===== src/sv/apn_pkg.sv =====
`timescale 1ns / 1ps
// ----------------------------------------------------------------------------
// apn_pkg
// Shared types and constants of the audio peak normalizer.
// ----------------------------------------------------------------------------
package apn_pkg;

    localparam int SampleW  = 16;
    localparam int PeakW    = 15;
    localparam int TargetW  = 16;
    localparam int ScaledW  = 32;

    localparam logic [TargetW-1:0] TargetReset = 16'd36773;

    // job queue between the front and the back
    localparam int QDepth   = 2;
    localparam int QPtrW    = (QDepth > 1) ? $clog2(QDepth) : 1;
    localparam int QCntW    = $clog2(QDepth + 1);

    localparam logic OpMeasure = 1'b0;
    localparam logic OpScale   = 1'b1;

    // divide steps, one quotient bit each
    localparam int DivSteps = ScaledW;
    localparam int DivCntW  = $clog2(DivSteps);

    // one scale job: sample plus the peak in force when it was accepted
    typedef struct packed {
        logic signed [SampleW-1:0] sample;
        logic [PeakW-1:0]          peak;
    } t_job;

    typedef enum logic [1:0] {
        ST_IDLE,
        ST_MUL,
        ST_DIV,
        ST_DONE
    } t_back_state;

endpackage


===== src/sv/apn_front.sv =====
`timescale 1ns / 1ps
// ----------------------------------------------------------------------------
// apn_front
// Accepts input transactions, tracks the measure-pass peak and hands scale
// samples to the job queue together with the current peak.
// ----------------------------------------------------------------------------
module apn_front (
    input  logic                          i_clk,
    input  logic                          i_rst_n,
    input  logic                          i_in_valid,
    output logic                          o_in_stall,
    input  logic                          i_op,
    input  logic                          i_first,
    input  logic signed [apn_pkg::SampleW-1:0] i_sample,
    input  logic                          i_q_full,
    output logic                          o_push,
    output apn_pkg::t_job                 o_job
);

    logic [apn_pkg::PeakW-1:0] r_peak;
    logic [apn_pkg::PeakW-1:0] n_peak;
    logic [apn_pkg::PeakW-1:0] base;
    logic                      accept;

    assign o_in_stall = i_q_full;
    assign accept     = i_in_valid && !i_q_full;

    always_comb begin
        base   = i_first ? '0 : r_peak;
        n_peak = r_peak;
        if (accept && (i_op == apn_pkg::OpMeasure)) begin
            n_peak = base;
            // only positive samples can raise the peak
            if (!i_sample[apn_pkg::SampleW-1] && (i_sample[apn_pkg::PeakW-1:0] > base)) begin
                n_peak = i_sample[apn_pkg::PeakW-1:0];
            end
        end
    end

    assign o_push       = accept && (i_op == apn_pkg::OpScale);
    assign o_job.sample = i_sample;
    assign o_job.peak   = r_peak;

    always_ff @(posedge i_clk) begin
        if (!i_rst_n) begin
            r_peak <= '0;
        end else begin
            r_peak <= n_peak;
        end
    end

endmodule


===== src/sv/apn_queue.sv =====
`timescale 1ns / 1ps
// ----------------------------------------------------------------------------
// apn_queue
// Short job queue decoupling the front from the divide engine.
// ----------------------------------------------------------------------------
module apn_queue (
    input  logic          i_clk,
    input  logic          i_rst_n,
    input  logic          i_push,
    input  apn_pkg::t_job i_job,
    output logic          o_full,
    input  logic          i_pop,
    output logic          o_valid,
    output apn_pkg::t_job o_job
);

    apn_pkg::t_job                r_mem [apn_pkg::QDepth];
    logic [apn_pkg::QPtrW-1:0]    r_wr_ptr;
    logic [apn_pkg::QPtrW-1:0]    r_rd_ptr;
    logic [apn_pkg::QCntW-1:0]    r_count;
    logic                         do_push;
    logic                         do_pop;

    assign o_full  = (r_count == apn_pkg::QCntW'(apn_pkg::QDepth));
    assign o_valid = (r_count != '0);
    assign o_job   = r_mem[r_rd_ptr];
    assign do_push = i_push && !o_full;
    assign do_pop  = i_pop && o_valid;

    function automatic logic [apn_pkg::QPtrW-1:0] ptr_inc(input logic [apn_pkg::QPtrW-1:0] p);
        logic [apn_pkg::QPtrW-1:0] r;
        if (p == apn_pkg::QPtrW'(apn_pkg::QDepth - 1)) begin
            r = '0;
        end else begin
            r = p + 1'b1;
        end
        return r;
    endfunction

    always_ff @(posedge i_clk) begin
        if (do_push) begin
            r_mem[r_wr_ptr] <= i_job;
        end
    end

    always_ff @(posedge i_clk) begin
        if (!i_rst_n) begin
            r_wr_ptr <= '0;
            r_rd_ptr <= '0;
            r_count  <= '0;
        end else begin
            if (do_push) begin
                r_wr_ptr <= ptr_inc(r_wr_ptr);
            end
            if (do_pop) begin
                r_rd_ptr <= ptr_inc(r_rd_ptr);
            end
            if (do_push && !do_pop) begin
                r_count <= r_count + 1'b1;
            end else if (do_pop && !do_push) begin
                r_count <= r_count - 1'b1;
            end
        end
    end

endmodule


===== src/sv/apn_back.sv =====
`timescale 1ns / 1ps
// ----------------------------------------------------------------------------
// apn_back
// Scale engine: magnitude times target, then a restoring divide by the peak,
// one quotient bit per cycle, sign restored at the end; a zero peak skips both
// and gives 0. Holds the result in an output register.
// ----------------------------------------------------------------------------
module apn_back (
    input  logic                               i_clk,
    input  logic                               i_rst_n,
    input  logic [apn_pkg::TargetW-1:0]        i_target,
    input  logic                               i_q_valid,
    input  apn_pkg::t_job                      i_job,
    output logic                               o_pop,
    output logic                               o_out_valid,
    input  logic                               i_out_stall,
    output logic signed [apn_pkg::ScaledW-1:0] o_scaled,
    output logic                               o_zero_peak
);

    apn_pkg::t_back_state            r_state;
    apn_pkg::t_back_state            n_state;
    logic [apn_pkg::SampleW-1:0]     r_mag;
    logic                            r_neg;
    logic                            r_zero;
    logic [apn_pkg::PeakW-1:0]       r_pk;
    logic [apn_pkg::PeakW-1:0]       r_rem;
    logic [apn_pkg::ScaledW-1:0]     r_quo;
    logic [apn_pkg::DivCntW-1:0]     r_cnt;
    logic                            r_out_valid;
    logic signed [apn_pkg::ScaledW-1:0] r_scaled;
    logic                            r_zero_peak;

    logic [apn_pkg::SampleW-1:0]     mag;
    logic [apn_pkg::PeakW:0]         trial;
    logic                            q_bit;
    logic [apn_pkg::PeakW-1:0]       rem_next;
    logic                            out_free;
    logic                            load_out;
    logic                            div_last;

    // magnitude of the incoming sample; -32768 maps to 32768
    assign mag = i_job.sample[apn_pkg::SampleW-1] ? (~i_job.sample + 1'b1) : i_job.sample;

    always_comb begin
        trial    = {r_rem, r_quo[apn_pkg::ScaledW-1]};
        q_bit    = (trial >= {1'b0, r_pk});
        rem_next = q_bit ? apn_pkg::PeakW'(trial - {1'b0, r_pk})
                         : trial[apn_pkg::PeakW-1:0];
    end

    assign out_free = !r_out_valid || !i_out_stall;
    assign div_last = (r_cnt == '0);

    // next state
    always_comb begin
        n_state = r_state;
        unique case (r_state)
            apn_pkg::ST_IDLE: begin
                if (i_q_valid) begin
                    n_state = (i_job.peak == '0) ? apn_pkg::ST_DONE : apn_pkg::ST_MUL;
                end
            end
            apn_pkg::ST_MUL: begin
                n_state = apn_pkg::ST_DIV;
            end
            apn_pkg::ST_DIV: begin
                if (div_last) begin
                    n_state = apn_pkg::ST_DONE;
                end
            end
            apn_pkg::ST_DONE: begin
                if (out_free) begin
                    n_state = apn_pkg::ST_IDLE;
                end
            end
            default: begin
                n_state = apn_pkg::ST_IDLE;
            end
        endcase
    end

    // outputs of the state machine
    always_comb begin
        o_pop    = 1'b0;
        load_out = 1'b0;
        unique case (r_state)
            apn_pkg::ST_IDLE: o_pop    = i_q_valid;
            apn_pkg::ST_DONE: load_out = out_free;
            default: begin
                o_pop    = 1'b0;
                load_out = 1'b0;
            end
        endcase
    end

    always_ff @(posedge i_clk) begin
        if (o_pop) begin
            r_mag  <= mag;
            r_neg  <= i_job.sample[apn_pkg::SampleW-1];
            r_pk   <= i_job.peak;
            r_zero <= (i_job.peak == '0);
            r_quo  <= '0;
        end else if (r_state == apn_pkg::ST_MUL) begin
            r_quo <= apn_pkg::ScaledW'(r_mag * i_target);
            r_rem <= '0;
            r_cnt <= apn_pkg::DivCntW'(apn_pkg::DivSteps - 1);
        end else if (r_state == apn_pkg::ST_DIV) begin
            r_quo <= {r_quo[apn_pkg::ScaledW-2:0], q_bit};
            r_rem <= rem_next;
            r_cnt <= r_cnt - 1'b1;
        end
        if (load_out) begin
            r_scaled    <= r_neg ? -$signed(r_quo) : $signed(r_quo);
            r_zero_peak <= r_zero;
        end
    end

    always_ff @(posedge i_clk) begin
        if (!i_rst_n) begin
            r_state     <= apn_pkg::ST_IDLE;
            r_out_valid <= 1'b0;
        end else begin
            r_state <= n_state;
            if (load_out) begin
                r_out_valid <= 1'b1;
            end else if (!i_out_stall) begin
                r_out_valid <= 1'b0;
            end
        end
    end

    assign o_out_valid = r_out_valid;
    assign o_scaled    = r_scaled;
    assign o_zero_peak = r_zero_peak;

endmodule


===== src/sv/audio_peak_normalizer.sv =====
`timescale 1ns / 1ps
// ----------------------------------------------------------------------------
// audio_peak_normalizer
// Two-pass peak normalizer for signed 16-bit audio.
//
// Input channel (i_in_valid / o_in_stall): op 0 samples are the measure pass
// and update the peak at once, producing nothing; first restarts the peak.
// op 1 samples are the scale pass and each produces one output transaction
// (o_out_valid / i_out_stall): sample * target_peak / peak, truncated toward
// zero, or 0 with o_zero_peak set when the peak is zero.
// Scale samples enter a 2-entry job queue holding the peak seen at accept.
// The back end works on one scale sample at a time, in order: a pop, a
// multiply, 32 restoring divide steps (one quotient bit each) and an output
// load; the queue can take new jobs while it is busy. Measure samples are
// accepted whenever the queue is not full. Zero-peak samples skip the
// multiply and the divide and go from the pop straight to the output load.
// target_peak resets to 36773 and is written with i_cfg_we; the user must write it only while idle (not enforced).
// Reset (synchronous, active low) clears the peak, queue and output valid.
// While the receiver stalls the result holds; the engine finishes the next
// job and waits, and o_in_stall rises once the queue fills.
// ----------------------------------------------------------------------------
module audio_peak_normalizer (
    input  logic                               i_clk,
    input  logic                               i_rst_n,
    input  logic                               i_cfg_we,
    input  logic [apn_pkg::TargetW-1:0]        i_cfg_data,
    input  logic                               i_in_valid,
    output logic                               o_in_stall,
    input  logic                               i_op,
    input  logic                               i_first,
    input  logic signed [apn_pkg::SampleW-1:0] i_sample,
    output logic                               o_out_valid,
    input  logic                               i_out_stall,
    output logic signed [apn_pkg::ScaledW-1:0] o_scaled,
    output logic                               o_zero_peak
);

    logic [apn_pkg::TargetW-1:0] r_target;
    logic                        q_full;
    logic                        q_push;
    logic                        q_pop;
    logic                        q_valid;
    apn_pkg::t_job               push_job;
    apn_pkg::t_job               head_job;

    always_ff @(posedge i_clk) begin
        if (!i_rst_n) begin
            r_target <= apn_pkg::TargetReset;
        end else if (i_cfg_we) begin
            r_target <= i_cfg_data;
        end
    end

    apn_front u_front (
        .i_clk      (i_clk),
        .i_rst_n    (i_rst_n),
        .i_in_valid (i_in_valid),
        .o_in_stall (o_in_stall),
        .i_op       (i_op),
        .i_first    (i_first),
        .i_sample   (i_sample),
        .i_q_full   (q_full),
        .o_push     (q_push),
        .o_job      (push_job)
    );

    apn_queue u_queue (
        .i_clk   (i_clk),
        .i_rst_n (i_rst_n),
        .i_push  (q_push),
        .i_job   (push_job),
        .o_full  (q_full),
        .i_pop   (q_pop),
        .o_valid (q_valid),
        .o_job   (head_job)
    );

    apn_back u_back (
        .i_clk       (i_clk),
        .i_rst_n     (i_rst_n),
        .i_target    (r_target),
        .i_q_valid   (q_valid),
        .i_job       (head_job),
        .o_pop       (q_pop),
        .o_out_valid (o_out_valid),
        .i_out_stall (i_out_stall),
        .o_scaled    (o_scaled),
        .o_zero_peak (o_zero_peak)
    );

endmodule


===== config.mk =====
export PLATFORM = sky130hd
export DESIGN_NAME = audio_peak_normalizer
export DESIGN_NICKNAME = d
export VERILOG_FILES = /design/src/sv/apn_pkg.sv /design/src/sv/apn_front.sv /design/src/sv/apn_queue.sv /design/src/sv/apn_back.sv /design/src/sv/audio_peak_normalizer.sv
export SDC_FILE = /design/constraint.sdc
export NUM_CORES = 1
export LEC_CHECK = 0
export ABC_AREA = 0
export BUFFER_PORTS_ARGS = -buffer_cell sky130_fd_sc_hd__buf_4
export CAP_MARGIN = 5
export CORE_MARGIN = 2
export CORE_UTILIZATION = 60
export CTS_CLUSTER_SIZE = 40
export DETAILED_ROUTE_END_ITERATION = 10
export GPL_ROUTABILITY_DRIVEN = 1
export PLACE_DENSITY = 0.83
export SYNTH_ARGS = -nofsm -noshare
export SYNTH_HDL_FRONTEND = slang
export SYNTH_SLANG_ARGS = --single-unit

===== constraint.sdc =====
create_clock -name i_clk -period 11.8 [get_ports i_clk]
set_clock_uncertainty 0.2 [all_clocks]
set_input_delay 2.36 -clock i_clk [delete_from_list [all_inputs] [get_ports i_clk]]
set_output_delay 2.36 -clock i_clk [all_outputs]
set_load 0.01 [all_outputs]

# Yosys cells after proc, flatten, opt, wreduce, memory -nomap -nowiden
# Memory sizes are Yosys's and may differ from the RTL's. A register that Yosys moved wholly into a read port is not among the register bits.
# Index checks and enable logic that the tools add are counted.
[op_classes] order_cmp=2 n_addsub=8 reduce_logical=23 n_div=0 bitwise=3 mux=26 eq_ne=8 n_mul=1 n_shift=0
[op_table] operator="2-to-1 mux 32 bit" n=3
[op_table] operator="2-to-1 mux 15 bit" n=5
[op_table] operator="multiplier 16 x 16 -> 32 bit" n=1
[op_table] operator="negator 32 bit" n=1
[op_table] operator="adder 16 x 1 -> 16 bit, second input constant" n=1
[op_table] operator="greater-or-equal comparator 16 x 15 -> 1 bit" n=1
[op_table] operator="inverter 16 bit" n=1
[op_table] operator="> comparator 15 bit" n=1
[op_table] operator="logical NOT 15 bit" n=1
[op_table] operator="subtractor 15 bit" n=1
[op_table] operator="2-to-1 mux 2 bit" n=6
[op_table] operator="2-to-1 mux 1 bit" n=10
[op_table] operator="logical AND 1 bit" n=8
[op_table] operator="inequality test 2 x 1 -> 1 bit, second input constant" n=4
[op_table] operator="case mux 2 bit (4 select lines)" n=1
[op_table] operator="equality test 2 bit, second input constant" n=3
[op_table] operator="logical NOT 1 bit" n=6
[op_table] operator="nonzero test 2 bit" n=3
[op_table] operator="logical NOT 5 bit" n=1
[op_table] operator="2-to-1 mux 5 bit" n=1
[op_table] operator="subtractor 5 x 1 -> 5 bit, second input constant" n=1
[op_table] operator="AND reduction 3 bit" n=1
[op_table] operator="adder 1 bit, second input constant" n=2
[op_table] operator="adder 2 x 1 -> 2 bit, second input constant" n=1
[op_table] operator="6 further kinds" n=7
[totals] mem_bits_rw=62 latch_bits=0 mem_bits_ro=0 elab_cells=89 mem_count=1 inputBits=39 ff_bits=156
[mem_list] memory="u_queue.r_mem" depth=2 width=31 read_ports=1 rd_ports_with_merged_regs=1 write_ports=1 line_no="apn_queue.sv:17" source="apn_pkg::t_job r_mem [apn_pkg::QDepth];"

# Longest topological paths before layout
[depth] depth_word=9 depth_mapped=24 ltp_nobuf=22

# By module
# Synthesis repeated with hierarchy kept, for this count alone.
[hier_totals] hier_cells=1886 area_unflattened_um2=19124.6
[modules_own_cells] mod="apn_back" area_per_inst_um2=14870.5 cells_each=1587 seq_area_each_um2=3283.1 instances=1
[modules_own_cells] mod="apn_queue" area_per_inst_um2=2462.4 cells_each=121 seq_area_each_um2=1961.9 instances=1
[modules_own_cells] mod="apn_front" area_per_inst_um2=1197.4 cells_each=127 seq_area_each_um2=300.3 instances=1
[modules_own_cells] mod="audio_peak_normalizer" area_per_inst_um2=594.3 cells_each=51 seq_area_each_um2=320.3 instances=1

# Worst setup path before layout
# No wires, ideal clock.
[synth_timing] path_type="reg-to-reg" start="register r_target[9] (netlist name)" end="register u_back.r_quo[29] (netlist name)" path_slack_ns=5.562 period_less_slack_ns=6.238 setup_time_ns=0.103 stages_incl_launch_ff=23 t_arrival_ns=5.935 required_ns=11.497 path_cell_list="dfxtp_1 -> clkbuf_1 -> clkbuf_1 -> nand2_1 -> fa_1 -> inv_1 -> fa_1 -> fa_1 -> fa_1 -> fa_1 -> inv_1 -> fa_1 -> inv_1 -> ha_1 -> clkbuf_1 -> nand2_1 -> o21bai_1 -> o21ai_0 -> a21oi_1 -> nor2_1 -> o41ai_1 -> mux2_2 -> a211oi_1"
[synth_between] elab_chain_cells=2
[synth_rtl] item="start, declared" line_no="audio_peak_normalizer.sv:38" source="logic [apn_pkg::TargetW-1:0] r_target;"
[synth_rtl] item="start signal, assigned" line_no="audio_peak_normalizer.sv:48" source="r_target <= apn_pkg::TargetReset;"
[synth_rtl] item="start signal, assigned" line_no="audio_peak_normalizer.sv:50" source="r_target <= i_cfg_data;"
[synth_rtl] item="multiplier 16 x 16 -> 32 bit" line_no="apn_back.sv:105" source="r_quo <= apn_pkg::ScaledW'(r_mag * i_target);"
[synth_rtl] item="2-to-1 mux 32 bit" line_no="apn_back.sv:104" source="end else if (r_state == apn_pkg::ST_MUL) begin"
[synth_rtl] item="end signal, assigned" line_no="apn_back.sv:105"
[synth_rtl] item="end signal, assigned" line_no="apn_back.sv:109" source="r_quo <= {r_quo[apn_pkg::ScaledW-2:0], q_bit};"
[synth_rtl] item="end, declared" line_no="apn_back.sv:28" source="logic [apn_pkg::ScaledW-1:0] r_quo;"
# No other way between the ends.
# A chain may end at the register's enable or synchronous reset.

# Final worst setup path
[layout_timing] start="register u_back.r_mag[9] (netlist name)" end="register u_back.r_quo[29] (netlist name)"
[layout_between] elab_chain_cells=2
[layout_rtl] item="start, declared" line_no="apn_back.sv:23" source="logic [apn_pkg::SampleW-1:0] r_mag;"
[layout_rtl] item="start signal, assigned" line_no="apn_back.sv:99" source="r_mag <= mag;"
[layout_rtl] item="multiplier 16 x 16 -> 32 bit" line_no="apn_back.sv:105"
[layout_rtl] item="2-to-1 mux 32 bit" line_no="apn_back.sv:104"
# No other way between the ends.

==> impl_metrics.json <==
{
  "antenna_cells": 0,
  "cts_resized": 0,
  "relSlewSlack": 0.174,
  "synth_top_cell_area_share": 0.237,
  "wl_per_cell_um": 18.6,
  "synth_edf_count": 148,
  "drc": 0,
  "grt_pass1_wl_um": 70500,
  "drive_gt1_frac": 0.0815,
  "dr.pass1.iters": 5,
  "fin_nets": 2284,
  "ys_top_cells_by_area": "edfxtp_1 (24%), fa_1 (21%), ha_1 (9.5%), dfxtp_1 (7.6%), inv_1 (5.3%)",
  "max_freq_mhz": 145,
  "met2_usage": 0.466,
  "synth_most_common_cell": "inv_1",
  "min_path_type": "reg2reg",
  "grt.busiest_layer": "met2",
  "boundaryPins": 74,
  "grt_max_degree": 58,
  "slowest_delay_ps": 730,
  "dpl.hpwl_um": 31500,
  "cts_tree": "yes",
  "crit_chain": "and2_1 -> fa_1 -> inv_1 -> fa_1 -> inv_1 -> fa_1 -> fa_1 -> fa_1 -> inv_1 -> fa_1 -> inv_1 -> ha_1 -> nand2_1 -> o21bai_1 -> o21ai_0 -> a21oi_1 -> nor2_1 -> o41ai_1 -> mux2_2 -> a211oi_1",
  "tightest_slew_ps": 1240,
  "met1_usage": 0.325,
  "dr.first_iter.drc_count": 993,
  "multi_input_area_um2": 11600,
  "vias": 13600,
  "hold_buffers": 0,
  "arrival_ps": 7140,
  "start_util": 0.612,
  "netlist_area_um2": 18800,
  "fp.dieH_um": 181,
  "async_flop_share": 0,
  "cp-end-kind": "flip-flop",
  "netlist_top_cells_count": "inv_1 (265), nand2_1 (234), fa_1 (195), edfxtp_1 (148), ha_1 (143)",
  "path_buf_inv": 4,
  "clk_pin_slew_worst_paths_ps": 70,
  "synth_ff_type": "edfxtp_1",
  "wirelength_um": 43300,
  "die_w_um": 181,
  "rows": 64,
  "holdWs_ps": 288,
  "cts_sinks": 219,
  "synth.largest_area_cell": "edfxtp_1",
  "place_congestion": 0.967,
  "track_usage": 0.267,
  "antenna_found_initial": 0,
  "path_common_cell": "fa_1",
  "syn_area_per_cell_um2": 10.0,
  "ys_types": 63,
  "cp_slowest_cell": "edfxtp_1",
  "finalCritPeriodShare": 0.585,
  "status": "completed",
  "syn_inst": 1874,
  "cap_violations": 0,
  "path_max_fanout": 16,
  "yosysWarnings": 0,
  "critPathRequiredTime_ps": 12040,
  "port_buffers": 73,
  "synth_seq_cells": 219,
  "critPathLaunchType": "flip-flop",
  "dieArea_um2": 32700,
  "slew_violations": 0,
  "cts_htree_levels": 1,
  "period_minus_slack_ps": 6900,
  "setup_viol": 0,
  "fin_setup_tns_ps": 0,
  "seqCellArea_um2": 5870,
  "syn_to_final_growth_pct": 9.29,
  "critPathTopFamily": "adder cells",
  "routed_via_density": 5.86,
  "crit_type": "reg2reg",
  "grtUsageMet3": 0.0363,
  "rsz0062_at_grt": "false",
  "clk_latency_ps": 550,
  "overflow": 0,
  "grt_pass1_vias": 14300,
  "cts_setup_buffers": 0,
  "cts_root_buffer": "clkbuf_16",
  "post-route-util": 0.669,
  "report.final.hold_viol_count": 0,
  "final_cells": 2323,
  "cts-root-to-sink-buffers": 3,
  "ant_nets": 0,
  "seq_area_frac_synth": 0.312,
  "synth_nets": 2251,
  "nFillCells": 2276,
  "place_inst": 2275,
  "cts_made_buffers": 26,
  "coreArea_um2": 30700
}
==> cell usage in the layout (no fill, tap or decap), types with 22 or more instances in the layout <==
cell	instances
nor2_1	83
xor2_1	22
a21oi_1	64
ha_1	142
and2_1	120
buf_4	80
clkbuf_16	26
a211oi_1	22
xnor2_1	62
dfxtp_1	70
fa_1	195
o21ai_0	56
inv_1	264
nand2_1	234
nand2b_1	36
mux2i_1	72
edfxtp_1	148
==> cell families after synthesis <==
group	count (synthesis)	synth area share
buffers and inverters	341	0.0682
XOR/XNOR	84	0.0392
AO/OA/AOI/OAI	248	0.0863
multiplexers	88	0.0480
AND/OR/NAND/NOR	556	0.143
flip-flops	219	0.312
adder cells (fa/ha/maj)	338	0.303
==> final cells by class <==
class	instances	area share
well taps	396	0.0241
inverters	266	0.0486
clock inverters	15	0.0104
multi-input cells	1314	0.567
flip-flops and latches	219	0.286
repair buffers	80	0.0293
clock buffers	33	0.0344
==> per-stage QoR <==
stage                     setup slack [ps]  instance area (µm²)
after floorplan                       5560                18800
after global placement                5220                19600
after detailed placement              5010                19600
after CTS                             4970                20500
after global routing                  4650                20500
final                                 4900                20500
==> routing by layer <==
metal | share of wire | wire, µm
met5 | 0 | 0
met4 | 0.055 | 2380
met2 | 0.51 | 21900
met3 | 0.061 | 2620
met1 | 0.38 | 16400
==> state kept, by name (all words and copies together), names as in the netlist, named ones only <==
| name | flops |
|---|---|
| u_back.r_pk | 15 |
| u_back.r_state | 2 |
| u_back.r_zero | 1 |
| u_front.r_peak | 15 |
| u_back.r_cnt | 5 |
| u_back.r_mag | 16 |
| u_back.r_neg | 1 |
| u_back.r_rem | 15 |
| u_back.o_zero_peak | 1 |
| u_queue.r_count | 2 |
| u_back.o_out_valid | 1 |
| r_target | 16 |
| u_queue.r_rd_ptr | 1 |
| u_queue.r_mem | 62 |
| u_back.r_quo | 32 |
| u_back.o_scaled | 32 |
| u_queue.r_wr_ptr | 1 |
==> worst paths after layout <==
kind / from / to / slack [ps] / cells after the start
min reg2reg: u_front.r_peak[12] / u_queue.r_mem[1][12] / 290 / 0
max: u_back.r_mag[9] / u_back.r_quo[29] / 4900 / 20
max reg2reg: u_back.r_mag[9] / u_back.r_quo[29] / 4900 / 20
min: u_front.r_peak[12] / u_queue.r_mem[1][12] / 290 / 0
Power is not shown: default switching activity piles up to over one toggle a cycle in this logic, so the estimate is an artifact.
